===== config.mk =====
export PLATFORM = sky130hd
export DESIGN_NAME = cpg_div_cell
export DESIGN_NICKNAME = d
export VERILOG_FILES = /design/src/design/cpg_pkg.sv /design/src/design/cpg_div_cell.sv
export SDC_FILE = /design/constraint.sdc
export NUM_CORES = 1
export LEC_CHECK = 0
export BUFFER_PORTS_ARGS = -buffer_cell sky130_fd_sc_hd__buf_4
export CORE_UTILIZATION = 50
export DETAILED_ROUTE_END_ITERATION = 16
export GPL_ROUTABILITY_DRIVEN = 1
export PLACE_DENSITY = 0.86
export SETUP_SLACK_MARGIN = 0.5
export SYNTH_ARGS = -nofsm -noshare
export SYNTH_HDL_FRONTEND = slang
export SYNTH_SLANG_ARGS = --single-unit

===== constraint.sdc =====
create_clock -name i_clk -period 6.2 [get_ports i_clk]
set_input_delay 0.31 -clock i_clk [delete_from_list [all_inputs] [get_ports i_clk]]
set_output_delay 0.31 -clock i_clk [all_outputs]
set_load 0.02 [all_outputs]

===== src/design/cpg_pkg.sv =====
// cpg_pkg: shared constants, beat structs and the arctangent table of the
// circle point generator. No dependencies.
package cpg_pkg;

    localparam int INDEX_BITS   = 16;
    localparam int COUNT_BITS   = 17;
    localparam int ANGLE_BITS   = 24;
    localparam int FRAC_BITS    = 14;
    localparam int COORD_BITS   = FRAC_BITS + 2;
    localparam int DIV_STEPS    = INDEX_BITS + ANGLE_BITS;
    localparam int CORDIC_STEPS = 30;
    localparam int CORDIC_W     = 34;   // Q2.30 plus guard bits
    localparam int PADDR_BITS   = 3;

    // register index codes (byte address / 4)
    localparam logic REG_VERTEX_COUNT = 1'b0;

    localparam logic signed [CORDIC_W-1:0] CORDIC_GAIN = 34'sd652032874;

    // atan(2^-i) in 2^-32 turns
    localparam logic [31:0] ATAN_TURNS [0:CORDIC_STEPS-1] = '{
        32'h20000000, 32'h12E4051E, 32'h09FB385B, 32'h051111D4, 32'h028B0D43,
        32'h0145D7E1, 32'h00A2F61E, 32'h00517C55, 32'h0028BE53, 32'h00145F2F,
        32'h000A2F98, 32'h000517CC, 32'h00028BE6, 32'h000145F3, 32'h0000A2F9,
        32'h0000517D, 32'h000028BE, 32'h0000145F, 32'h00000A30, 32'h00000518,
        32'h0000028C, 32'h00000146, 32'h000000A3, 32'h00000051, 32'h00000029,
        32'h00000014, 32'h0000000A, 32'h00000005, 32'h00000003, 32'h00000001
    };

    // one beat in the divider chain
    typedef struct packed {
        logic                  valid;
        logic [INDEX_BITS-1:0] idx;   // dividend bits still to feed, MSB first
        logic [COUNT_BITS-1:0] rem;   // partial remainder, always < divisor
        logic [ANGLE_BITS-1:0] quo;   // last ANGLE_BITS quotient bits
    } t_div_beat;

    // one beat in the CORDIC chain
    typedef struct packed {
        logic                       valid;
        logic signed [CORDIC_W-1:0] x;
        logic signed [CORDIC_W-1:0] y;
        logic [31:0]                z;     // residual angle, 2^-32 turns
        logic [1:0]                 quad;
    } t_cordic_beat;

endpackage


===== src/design/cpg_div_cell.sv =====
// cpg_div_cell: one restoring-division step of the angle divider chain.
// Depends on cpg_pkg.
module cpg_div_cell (
    input  logic                           i_clk,
    input  logic                           i_rst_n,
    input  logic                           i_en,
    input  logic [cpg_pkg::COUNT_BITS-1:0] i_divisor,
    input  cpg_pkg::t_div_beat             i_beat,
    output cpg_pkg::t_div_beat             o_beat
);

    cpg_pkg::t_div_beat         r_beat;
    cpg_pkg::t_div_beat         n_beat;
    logic [cpg_pkg::COUNT_BITS:0] trial;
    logic [cpg_pkg::COUNT_BITS:0] diff;
    logic                         fits;

    always_comb begin
        trial = {i_beat.rem, i_beat.idx[cpg_pkg::INDEX_BITS-1]};
        diff  = trial - {1'b0, i_divisor};
        fits  = (trial >= {1'b0, i_divisor});
        n_beat.valid = i_beat.valid;
        n_beat.idx   = {i_beat.idx[cpg_pkg::INDEX_BITS-2:0], 1'b0};
        n_beat.rem   = fits ? diff[cpg_pkg::COUNT_BITS-1:0]
                            : trial[cpg_pkg::COUNT_BITS-1:0];
        n_beat.quo   = {i_beat.quo[cpg_pkg::ANGLE_BITS-2:0], fits};
    end

    always_ff @(posedge i_clk) begin
        if (!i_rst_n) begin
            r_beat.valid <= 1'b0;
        end else if (i_en) begin
            r_beat <= n_beat;
        end
    end

    assign o_beat = r_beat;

endmodule


## Word-level counts from Yosys, hierarchy flattened

Index checks and enable logic that the tools add are counted.

- Output and inout port bits: 58
- Register bits after elaboration: 57

- $lt $le $gt $ge: 1
- Multiplexer cells: 1
- $add $sub $neg: 1
- Reduce and logical (&&, ||, !) cells: 1

Operator list:

| cell | number |
|---|---|
| greater-or-equal comparator 18 x 17 -> 1 bit | 1 |
| two-way mux 17 bit | 1 |
| subtractor 17 bit | 1 |
| AND reduction 2 bit | 1 |

## Logic depth before layout (Yosys ltp)

- Word-level depth: 2
- Mapped depth: 11
- Gate-level depth less buffers: 10

## Worst setup path after synthesis

OpenSTA, ideal clock, no wires.

- Kind: input -> register
- From: input port i_beat[56] (netlist name)
- To: register r_beat, in the netlist o_beat[33], data pin
- Arrival: 2.064 ns
- Path slack: 3.870 ns
- Path buffers: 1
- Stages: 10
- Path through: inv_1 -> ha_1 -> inv_1 -> fa_1 -> a21oi_1 -> or3_4 -> a2111oi_4 -> nor3_2 -> clkbuf_1 -> o21ai_1

RTL lines:

| what | line | RTL |
|---|---|---|
| start, declared | cpg_div_cell.sv:8 | `input cpg_pkg::t_div_beat i_beat,` |
| end signal, assigned | cpg_div_cell.sv:33 | `r_beat <= n_beat;` |
| end, declared | cpg_div_cell.sv:12 | `cpg_pkg::t_div_beat r_beat;` |

==> results.md <==
* Slew Limit Fails at 0
* First-pass GRT wire length at 10,640 um
* Power density over the cells at ~280 mW/mm2
* Sequential Power Share at between 40 and 50%
* Dominant synthesized flop cell: edfxtp_1
* Clock sink count at 57
* Crit path max fanout at 33
* Synth Cell Area at 0.002841 mm2
* CP endpoint kind: flop
* Area Growth Syn to Fin at 46.94%
* Worst Path Required at ~6300 ps
* Ports at 136
* CTS clk-pin slew, worst paths at 70 ps
* Fin crit share at 46.28%
* Comb power frac at 20.8%
* CP Class: input port to flop
* Net Sw Frac at 24.20%
* Yosys top cell by area: edfxtp_1
* Hold_buf cts at 0
* Number of fill cells at between 300 and 400
* Max-Cap Viols at 0
* Largest stage delay on the critical path at 940 ps
* Slew @ Worst Pin at 1161 ps
* Clk_lat worst skew at around 320 ps
* Core ar. at 0.005507 mm2
* GR Overflow Total at 0
* Minimum clock period at 2869 ps
* Avg WL per Cell at between 15 and 20 um
* Number of buffers and inverters on the critical path at 3
* Post-cts resize count at 0
* Number of synthesized flops with an enable pin at 56
* Row cnt at 27
* Die area at between 0.005 and 0.006 mm2
* Number of antenna violations at the first check in global routing at 0
* Worst EP arrival at 2960 ps
* Starting Density at 51.60%
* Largest net degree at the start of global routing at 35
* CTS root buf: clkbuf_8
* Synth async-reset ratio at 0%
* RePlAce Congestion at 0.8501
* Vias in the first global route at 2,123
* Average cell area after synthesis at 12.52 um2
* Chip Width at 77.39 um
* Top-area cell type share of the netlist area at 59.18%
* Sequential fraction of the synthesis area at between 50 and 60%
* Synth cell types at 46
* Synth top cells by count: edfxtp_1 (56), inv_1 (23), nand2_1 (23)
* ANT nets after route at 0
* Cells after DPL at 429
* Leak at 1.848 nW
* Largest cells by area after synthesis: edfxtp_1 (59%), ha_1 (7.5%), inv_1 (3.0%)
* Setup TNS at 0 ps
* Maximum VDD drop at 154.7 uV
* Most frequent cell after synthesis: edfxtp_1
* Yosys reg bits at 57
* Worst path top cell family by delay: simple AND/OR/NAND/NOR gates
* Synthesized net count at 323
* Pint at a little under 0.9 mW
* Total power at 1.161 mW
* DRC at 0
* Final hold vios at 0
* Vias per cell at 4.998
* Cells after synthesis at 227
* Layout cells sized above 1 at 43.16%
* CP Cell Sequence: buf_4, inv_1, ha_1, inv_1, fa_1, a21oi_1, or3_4, a2111oi_4, nor3_4, mux2_2
* Max Freq at 0.3485 GHz
* CP max-delay cell: nor3_4
* Total GRT Usage at 23.66%
* Synth warn at 0
* CTS tree: yes
* Type of origin of the critical path: input port
* RSZ-0062 raised after global routing: false
* Layout net count at 464
* Slew margin rel. at 22.34%
* I/O Buffers at 133
* Total Wirelength at 6866 um
* Largest register FFs at 57
* Fin Clk Skew at 0 ps
* TritonCTS buffer count at 9
* Crit-path most repeated cell: inv_1
* Post-detail-place hpwl at 5206 um
* # Post-CTS Setup Buffers at 0
* Diode count at 0
* Drt pass-1 iters at 4
* Final setup fails at 0
* Starting DRT DRC Count at between 100 and 150
* Clock power share at 38.8%
* Final std cells w/o fill at around 450
* Worst Hold Class: input port to flop
* Vias after detailed routing at 2,224
* Die Ht at 77.39 um
* Clock buffer depth at 2
* CTS HTree Levels at 3
* Status: finished clean
* Sw Pwr at 0.2811 mW
==> metal layers <==
metal	global-route usage (%)	wire (um)	vias up	part of all wire [%]
li1	-	-	1114	-
met1	29.21	2739	1007	40
met2	40.27	3573	99	52
met3	7.412	518	4	7.5
met4	5.849	34	0	0.50
met5	0	0	-	0
==> power groups by stage <==
stage	registers [mW]	logic [mW]	clock network, mW
floorplan	0.517	0.0996	0
global placement	0.477	0.235	0
detailed placement	0.478	0.241	0
CTS	0.470	0.242	0.456
global route	0.473	0.263	0.470
finish	0.470	0.241	0.450
==> cells by family after synthesis <==
group           Yosys count  share of synthesized area, %
fa+ha+maj                18                         8.190
mux                       3                         1.101
simple gates             52                         9.159
compound gates           59                         14.44
other cells               1                        0.1320
flops                    57                         59.89
xor+xnor                 10                         3.082
buf+inv                  27                         4.007
==> worst reg2reg max path, cell delays in order (launching register included) <==
cell and delay, ps:
dfxtp_1 310, mux2i_1 130, nor2b_1 60
==> path summary, 6_finish.rpt <==
| kind | from | endpoint | slack, ps | cells past startpoint |
|---|---|---|---|---|
| min | i_beat[15] | o_beat[16]$_DFFE_PP_ | 150 | 1 |
| min reg2reg | o_beat[57]$_SDFFE_PN0P_ | o_beat[57]$_SDFFE_PN0P_ | 540 | 2 |
| max | i_beat[56] | o_beat[25]$_DFFE_PP_ | 3330 | 10 |
| max reg2reg | o_beat[57]$_SDFFE_PN0P_ | o_beat[57]$_SDFFE_PN0P_ | 5600 | 2 |
==> through the flow <==
| stage | area, um2 | hold WS [ps] | utilization [%] | setup slack, ps |
|---|---|---|---|---|
| global placement | 3918 | 488.2 | 71.14 | 2980 |
| global route | 4175 | 138.7 | 75.82 | 3063 |
| CTS | 4175 | 140.9 | 75.82 | 3283 |
| floorplan | 2841 | 408.9 | - | 3870 |
| finish | 4175 | 154.4 | 75.82 | 3331 |
| detailed placement | 3918 | 489.7 | 71.14 | 2942 |
==> cell type report <==
| type | count | area [um2] | share of cell area [%] |
|---|---|---|---|
| sequential | 57 | 1702 | 40.76 |
| multi-input combinational | 143 | 1033 | 24.75 |
| timing repair buffer | 134 | 1006 | 24.09 |
| clock inverter | 6 | 130.1 | 3.117 |
| clock buffer | 10 | 127.6 | 3.057 |
| tap | 72 | 90.09 | 2.158 |
| inverter | 23 | 86.33 | 2.068 |
==> cells in the final DEF (no fill, tap or decap), drive strengths merged, types with 2 or more instances in the layout <==
cell type	count
buf	134
edfxtp	56
inv	23
nand2	23
o21ai	20
ha	17
a21oi	13
clkbuf	10
a21o	6
nor2	6
xnor2	5
xor2	5
nor3	5
bufinv	4
or3	4
o31ai	4
a211oi	3
nand2b	3
nor2b	3
nand3	3
a21boi	2
o21a	2
mux2i	2
clkinv	2
and2	2
Note: power is estimated with default switching activity, not from simulation.
