===== config.mk =====
export PLATFORM = sky130hd
export DESIGN_NAME = cpg_cordic_cell
export DESIGN_NICKNAME = d
export VERILOG_FILES = /design/src/design/cpg_pkg.sv /design/src/design/cpg_cordic_cell.sv
export SDC_FILE = /design/constraint.sdc
export NUM_CORES = 1
export LEC_CHECK = 0
export BUFFER_PORTS_ARGS = -buffer_cell sky130_fd_sc_hd__buf_2
export CORE_ASPECT_RATIO = 2
export CORE_MARGIN = 5
export CORE_UTILIZATION = 30
export DETAILED_ROUTE_END_ITERATION = 10
export MAX_ROUTING_LAYER = met4
export SKIP_LAST_GASP = 1
export SLEW_MARGIN = 20
export SYNTH_ARGS = -nofsm -noshare
export SYNTH_HDL_FRONTEND = slang
export SYNTH_SLANG_ARGS = --single-unit
export TNS_END_PERCENT = 10

===== constraint.sdc =====
create_clock -name i_clk -period 3.05 [get_ports i_clk]
set_input_delay 0 -clock i_clk [delete_from_list [all_inputs] [get_ports i_clk]]
set_output_delay 0 -clock i_clk [all_outputs]
set_load 0.005 [all_outputs]

===== src/design/cpg_pkg.sv =====
// cpg_pkg: shared constants, beat structs and the arctangent table of the
// circle point generator. No dependencies.
package cpg_pkg;

    localparam int INDEX_BITS   = 16;
    localparam int COUNT_BITS   = 17;
    localparam int ANGLE_BITS   = 24;
    localparam int FRAC_BITS    = 14;
    localparam int COORD_BITS   = FRAC_BITS + 2;
    localparam int DIV_STEPS    = INDEX_BITS + ANGLE_BITS;
    localparam int CORDIC_STEPS = 30;
    localparam int CORDIC_W     = 34;   // Q2.30 plus guard bits
    localparam int PADDR_BITS   = 3;

    // register index codes (byte address / 4)
    localparam logic REG_VERTEX_COUNT = 1'b0;

    localparam logic signed [CORDIC_W-1:0] CORDIC_GAIN = 34'sd652032874;

    // atan(2^-i) in 2^-32 turns
    localparam logic [31:0] ATAN_TURNS [0:CORDIC_STEPS-1] = '{
        32'h20000000, 32'h12E4051E, 32'h09FB385B, 32'h051111D4, 32'h028B0D43,
        32'h0145D7E1, 32'h00A2F61E, 32'h00517C55, 32'h0028BE53, 32'h00145F2F,
        32'h000A2F98, 32'h000517CC, 32'h00028BE6, 32'h000145F3, 32'h0000A2F9,
        32'h0000517D, 32'h000028BE, 32'h0000145F, 32'h00000A30, 32'h00000518,
        32'h0000028C, 32'h00000146, 32'h000000A3, 32'h00000051, 32'h00000029,
        32'h00000014, 32'h0000000A, 32'h00000005, 32'h00000003, 32'h00000001
    };

    // one beat in the divider chain
    typedef struct packed {
        logic                  valid;
        logic [INDEX_BITS-1:0] idx;   // dividend bits still to feed, MSB first
        logic [COUNT_BITS-1:0] rem;   // partial remainder, always < divisor
        logic [ANGLE_BITS-1:0] quo;   // last ANGLE_BITS quotient bits
    } t_div_beat;

    // one beat in the CORDIC chain
    typedef struct packed {
        logic                       valid;
        logic signed [CORDIC_W-1:0] x;
        logic signed [CORDIC_W-1:0] y;
        logic [31:0]                z;     // residual angle, 2^-32 turns
        logic [1:0]                 quad;
    } t_cordic_beat;

endpackage


===== src/design/cpg_cordic_cell.sv =====
// cpg_cordic_cell: one rotation-mode CORDIC micro-rotation, shift fixed by STEP.
// Depends on cpg_pkg.
module cpg_cordic_cell #(
    parameter int STEP = 0
) (
    input  logic                  i_clk,
    input  logic                  i_rst_n,
    input  logic                  i_en,
    input  cpg_pkg::t_cordic_beat i_beat,
    output cpg_pkg::t_cordic_beat o_beat
);

    cpg_pkg::t_cordic_beat              r_beat;
    cpg_pkg::t_cordic_beat              n_beat;
    logic signed [cpg_pkg::CORDIC_W-1:0] dx;
    logic signed [cpg_pkg::CORDIC_W-1:0] dy;

    always_comb begin
        dx = i_beat.y >>> STEP;
        dy = i_beat.x >>> STEP;
        n_beat.valid = i_beat.valid;
        n_beat.quad  = i_beat.quad;
        if (!i_beat.z[31]) begin
            n_beat.x = i_beat.x - dx;
            n_beat.y = i_beat.y + dy;
            n_beat.z = i_beat.z - cpg_pkg::ATAN_TURNS[STEP];
        end else begin
            n_beat.x = i_beat.x + dx;
            n_beat.y = i_beat.y - dy;
            n_beat.z = i_beat.z + cpg_pkg::ATAN_TURNS[STEP];
        end
    end

    always_ff @(posedge i_clk) begin
        if (!i_rst_n) begin
            r_beat.valid <= 1'b0;
        end else if (i_en) begin
            r_beat <= n_beat;
        end
    end

    assign o_beat = r_beat;

endmodule


Yosys cells after proc, flatten, opt, wreduce, memory -nomap -nowiden
Index checks and enable logic that the tools add are counted.
{"block": "word_totals", "register_bits": 103, "latch_bits": 0, "mem_bits_rw": 0, "mem_bits_ro": 0, "input_bits": 106, "output_inout_bits": 103, "wordCells": 12, "memories": 0}
{"block": "classes", "addsub": 5, "n_mul": 0, "div": 0, "n_lt_le_gt_ge": 0, "n_eq_ne": 0, "n_shift": 0, "n_mux": 1, "bitwise_logic": 0, "n_reduce_logical": 1}
{"cell": "2-to-1 mux 100 bit", "n": 1}
{"cell": "subtractor 34 bit", "n": 2}
{"cell": "adder 34 bit", "n": 1}
{"cell": "adder 32 x 30 -> 32 bit (second input constant)", "n": 1}
{"cell": "subtractor 32 x 30 -> 32 bit (second input constant)", "n": 1}
{"cell": "AND reduction 2 bit", "n": 1}

Longest topological paths before layout
{"block": "logic_depth", "ltp_word": 2, "mapped_depth": 13, "mapped_depth_nobuf": 12}

Worst setup path after synthesis
OpenSTA, ideal clock, no wires.
{"block": "synth_path", "path_kind": "input to register", "from": "input port i_en", "to": "register r_beat (netlist bit o_beat[0]), enable pin", "setup_ns": 0.471, "arrival_time_ns": 2.331, "t_required_ns": 2.579, "slack_ns": 0.248, "path_stages": 1, "path_buffers": 0, "cell_sequence": "and2_1"}
{"block": "synth_between", "elab_chain_len": 1}
{"element": "start, declared", "line": "cpg_cordic_cell.sv:8", "source": "input logic i_en,"}
{"element": "AND reduction 2 bit (no line)"}
{"element": "end signal, assigned", "line": "cpg_cordic_cell.sv:38", "source": "r_beat <= n_beat;"}
{"element": "end, declared", "line": "cpg_cordic_cell.sv:13", "source": "cpg_pkg::t_cordic_beat r_beat;"}
Every way passes these cells.
A chain may end at the register's enable or synchronous reset.

==> metrics.md <==
| Metric | Value |
|---|---|
| Count leader, synth | a21oi_1 |
| Most Crowded Layer GR | met2 |
| Clock Latency Late Sink | 360 ps |
| Max FFs per register | 102 |
| Clk sink count | 102 |
| Post-synthesis register bit count | 102 |
| CP Class | input port to register |
| Total wire length | 31,300 um |
| First drt pass iteration count | 5 |
| Cells after Synth | 988 |
| Share of layout cells above drive strength 1 | 25.0% |
| Commonest cells post-synth | a21oi_1 (124), edfxtp_1 (101), inv_1 (101) |
| Worst-path clk slew | 80 ps |
| Post-synth top area share | 34.3% |
| Vias per cell | 5.22 |
| Initial antenna violation count | 0 |
| WHS | 89.9 ps |
| Via Count | 8,533 |
| Clk_skew | 0 ps |
| Syn_area_per_cell | 8.94 um^2 |
| Async SR Flop Fraction | 0% |
| Met1 usage | 23.7% |
| Final ANT Viol Nets | 0 |
| DRC | 0 |
| Critical path, cell by cell | buf_2 > ha_1 > fa_1 > nor2b_1 > o211ai_1 > a311oi_2 > o31ai_1 > a222oi_1 > a221o_2 > a31oi_1 > a21oi_1 > xnor2_1 |
| Antenna cells | 0 |
| Largest stage delay on the critical path | 410 ps |
| Initial core utilization | 30.2% |
| Lkg Pwr | 0.00513 uW |
| PostCTS Resize Cnt | 0 |
| I/O Buffers | 208 |
| Die X | 131 um |
| Worst VDD drop | 293 uV |
| P per Cell Area | 421 nW/um^2 |
| Placed Cells | 1,585 |
| Core ar. | 29,300 um^2 |
| Initial drt markers | 712 |
| Root Buffer | clkbuf_16 |
| Synthesized Nets | 1,197 |
| Setup Viol. Count Final | 0 |
| H-tree levels | 3 |
| Multi-input gate area | 5190 um^2 |
| Rows | 89 |
| Period utilization | 90.1% |
| Dpl cell area | 10,700 um^2 |
| EDFF count, synth | 101 |
| Slowest CP cell | o31ai_1 |
| Longest Clk Path Bufs | 2 |
| CP arrival | 2870 ps |
| CP Launch Type | input port |
| WP buf/inv | 1 |
| Non-Filler Instances | 1,636 |
| Final cell area excluding filler cells | 11,400 um^2 |
| Cell taking the most area after synthesis | edfxtp_1 |
| CTS tree | built |
| Drt wl/cell | 19.1 um |
| All-Layer GR Usage | 19.0% |
| Post-route minimum period | 2750 ps |
| Aggregate global routing overflow | 0 |
| Netlist cell types | 71 |
| DP Wirelength | 25,300 um |
| Fin util | 38.8% |
| Sequential fraction of the synthesis area | 34.6% |
| Vias in the first global route | 8,628 |
| Place WS | 4.48 ps |
| RSZ-0062 raised after global routing | false |
| # fillers | 2,976 |
| FF+latch area | 3050 um^2 |
| First-pass GRT wire length | 48,900 um |
| Max Freq | 364 MHz |
| Die Ht | 253 um |
| Crit. End Element | register |
| Post-route worst setup slack | 302 ps |
| CP Max Fanout | 3 |
| Crit path max-delay family | compound AO/OA/AOI/OAI gates |
| Die area | 33,200 um^2 |
| Slew headroom | 45.7% |
| Pins Over Slew Limit | 0 |
| Critical Path RT | 3180 ps |
| Routability congestion estimate from global placement | 0.950 |
| Met3 usage | 3.21% |
| Ys Warns | 0 |
| Layout area overhead | 28.5% |
| Synth Flop Type | edfxtp_1 |
| Final hold vios | 0 |
| Synth top area cells | edfxtp_1 (34%), ha_1 (14%), a21oi_1 (7.0%) |
| Netlist Area Pre-Place | 8830 um^2 |
| Final #Nets | 1,476 |
| Largest net degree at the start of global routing | 54 |
| Slew @ Worst Pin | 814 ps |
| I/O Pins | 209 |
| CTS buffer count | 9 |
| Max-Cap Viols | 0 |
| Hold WC Path Type | input port to register |
| Status | finished clean |
| Met2 Use GR | 31.1% |
## logic make-up (layout without fill, tap and decap cells)
family / count (synthesis) / count (layout) / share of synthesized area (%)
AO/OA/AOI/OAI: 340 / 340 / 24.5
AND/OR/NAND/NOR: 217 / 217 / 11.7
buffers and inverters: 151 / 435 / 6.74
adder cells (fa/ha/maj): 103 / 103 / 14.9
flip-flops: 102 / 102 / 34.6
XOR/XNOR: 65 / 65 / 6.44
multiplexers: 10 / 10 / 1.15
## through the flow
step                      total power (uW)  setup TNS, ps
after floorplan                       2780              0
after global placement                3480        -0.0870
after detailed placement              3480              0
after CTS                             4820              0
after global routing                  5060              0
final                                 4780              0
## final cells by class
class / count / area share, %
inverters: 104 / 3.44
flip-flops and latches: 102 / 26.9
well taps: 364 / 4.01
clock buffers: 10 / 2.02
clock inverters: 6 / 0.805
repair buffers: 315 / 17.1
multi-input cells: 735 / 45.7
## layer usage
metal | share of wire (%) | wire (um)
met3 | 6.0 | 1890
met5 | 0 | 0
met2 | 48 | 14900
met4 | 2.4 | 754
met1 | 44 | 13700
## path summary, 6_finish.rpt
kind	startpoint	endpoint	slack (ps)	depth (start not counted)
hold / removal	i_beat[67]	o_beat[67]	90	3
setup reg to reg	o_beat[102]	o_beat[102]	1910	3
hold reg to reg	o_beat[102]	o_beat[102]	1080	3
setup / recovery	i_beat[34]	o_beat[52]	300	12
## tightest hold or removal path: stages
cell	delay, ps
buf_2	90
xnor2_1	110
xnor2_1	160
## report_power, final
group / internal (uW) / switching, uW
Combinational: 729 / 984
Sequential: 1740 / 49.4
Clock: 727 / 553
## cell usage in the layout (no fill, tap or decap), types with 26 or more instances in the layout
cell type      count
dlygate4sd3_1     35
nor2_1            75
o21ai_0           65
ha_1              99
inv_1            101
buf_4             71
xnor2_1           47
a21o_1            26
edfxtp_1         101
a21oi_1          124
nand2_1           44
buf_2            208
## what timing repair did
item	CTS	global route
setup buffers	0	0
hold buffers	35	0
hold endpoints to repair	34	0
No activity file was read; power rests on OpenSTA's default activity.
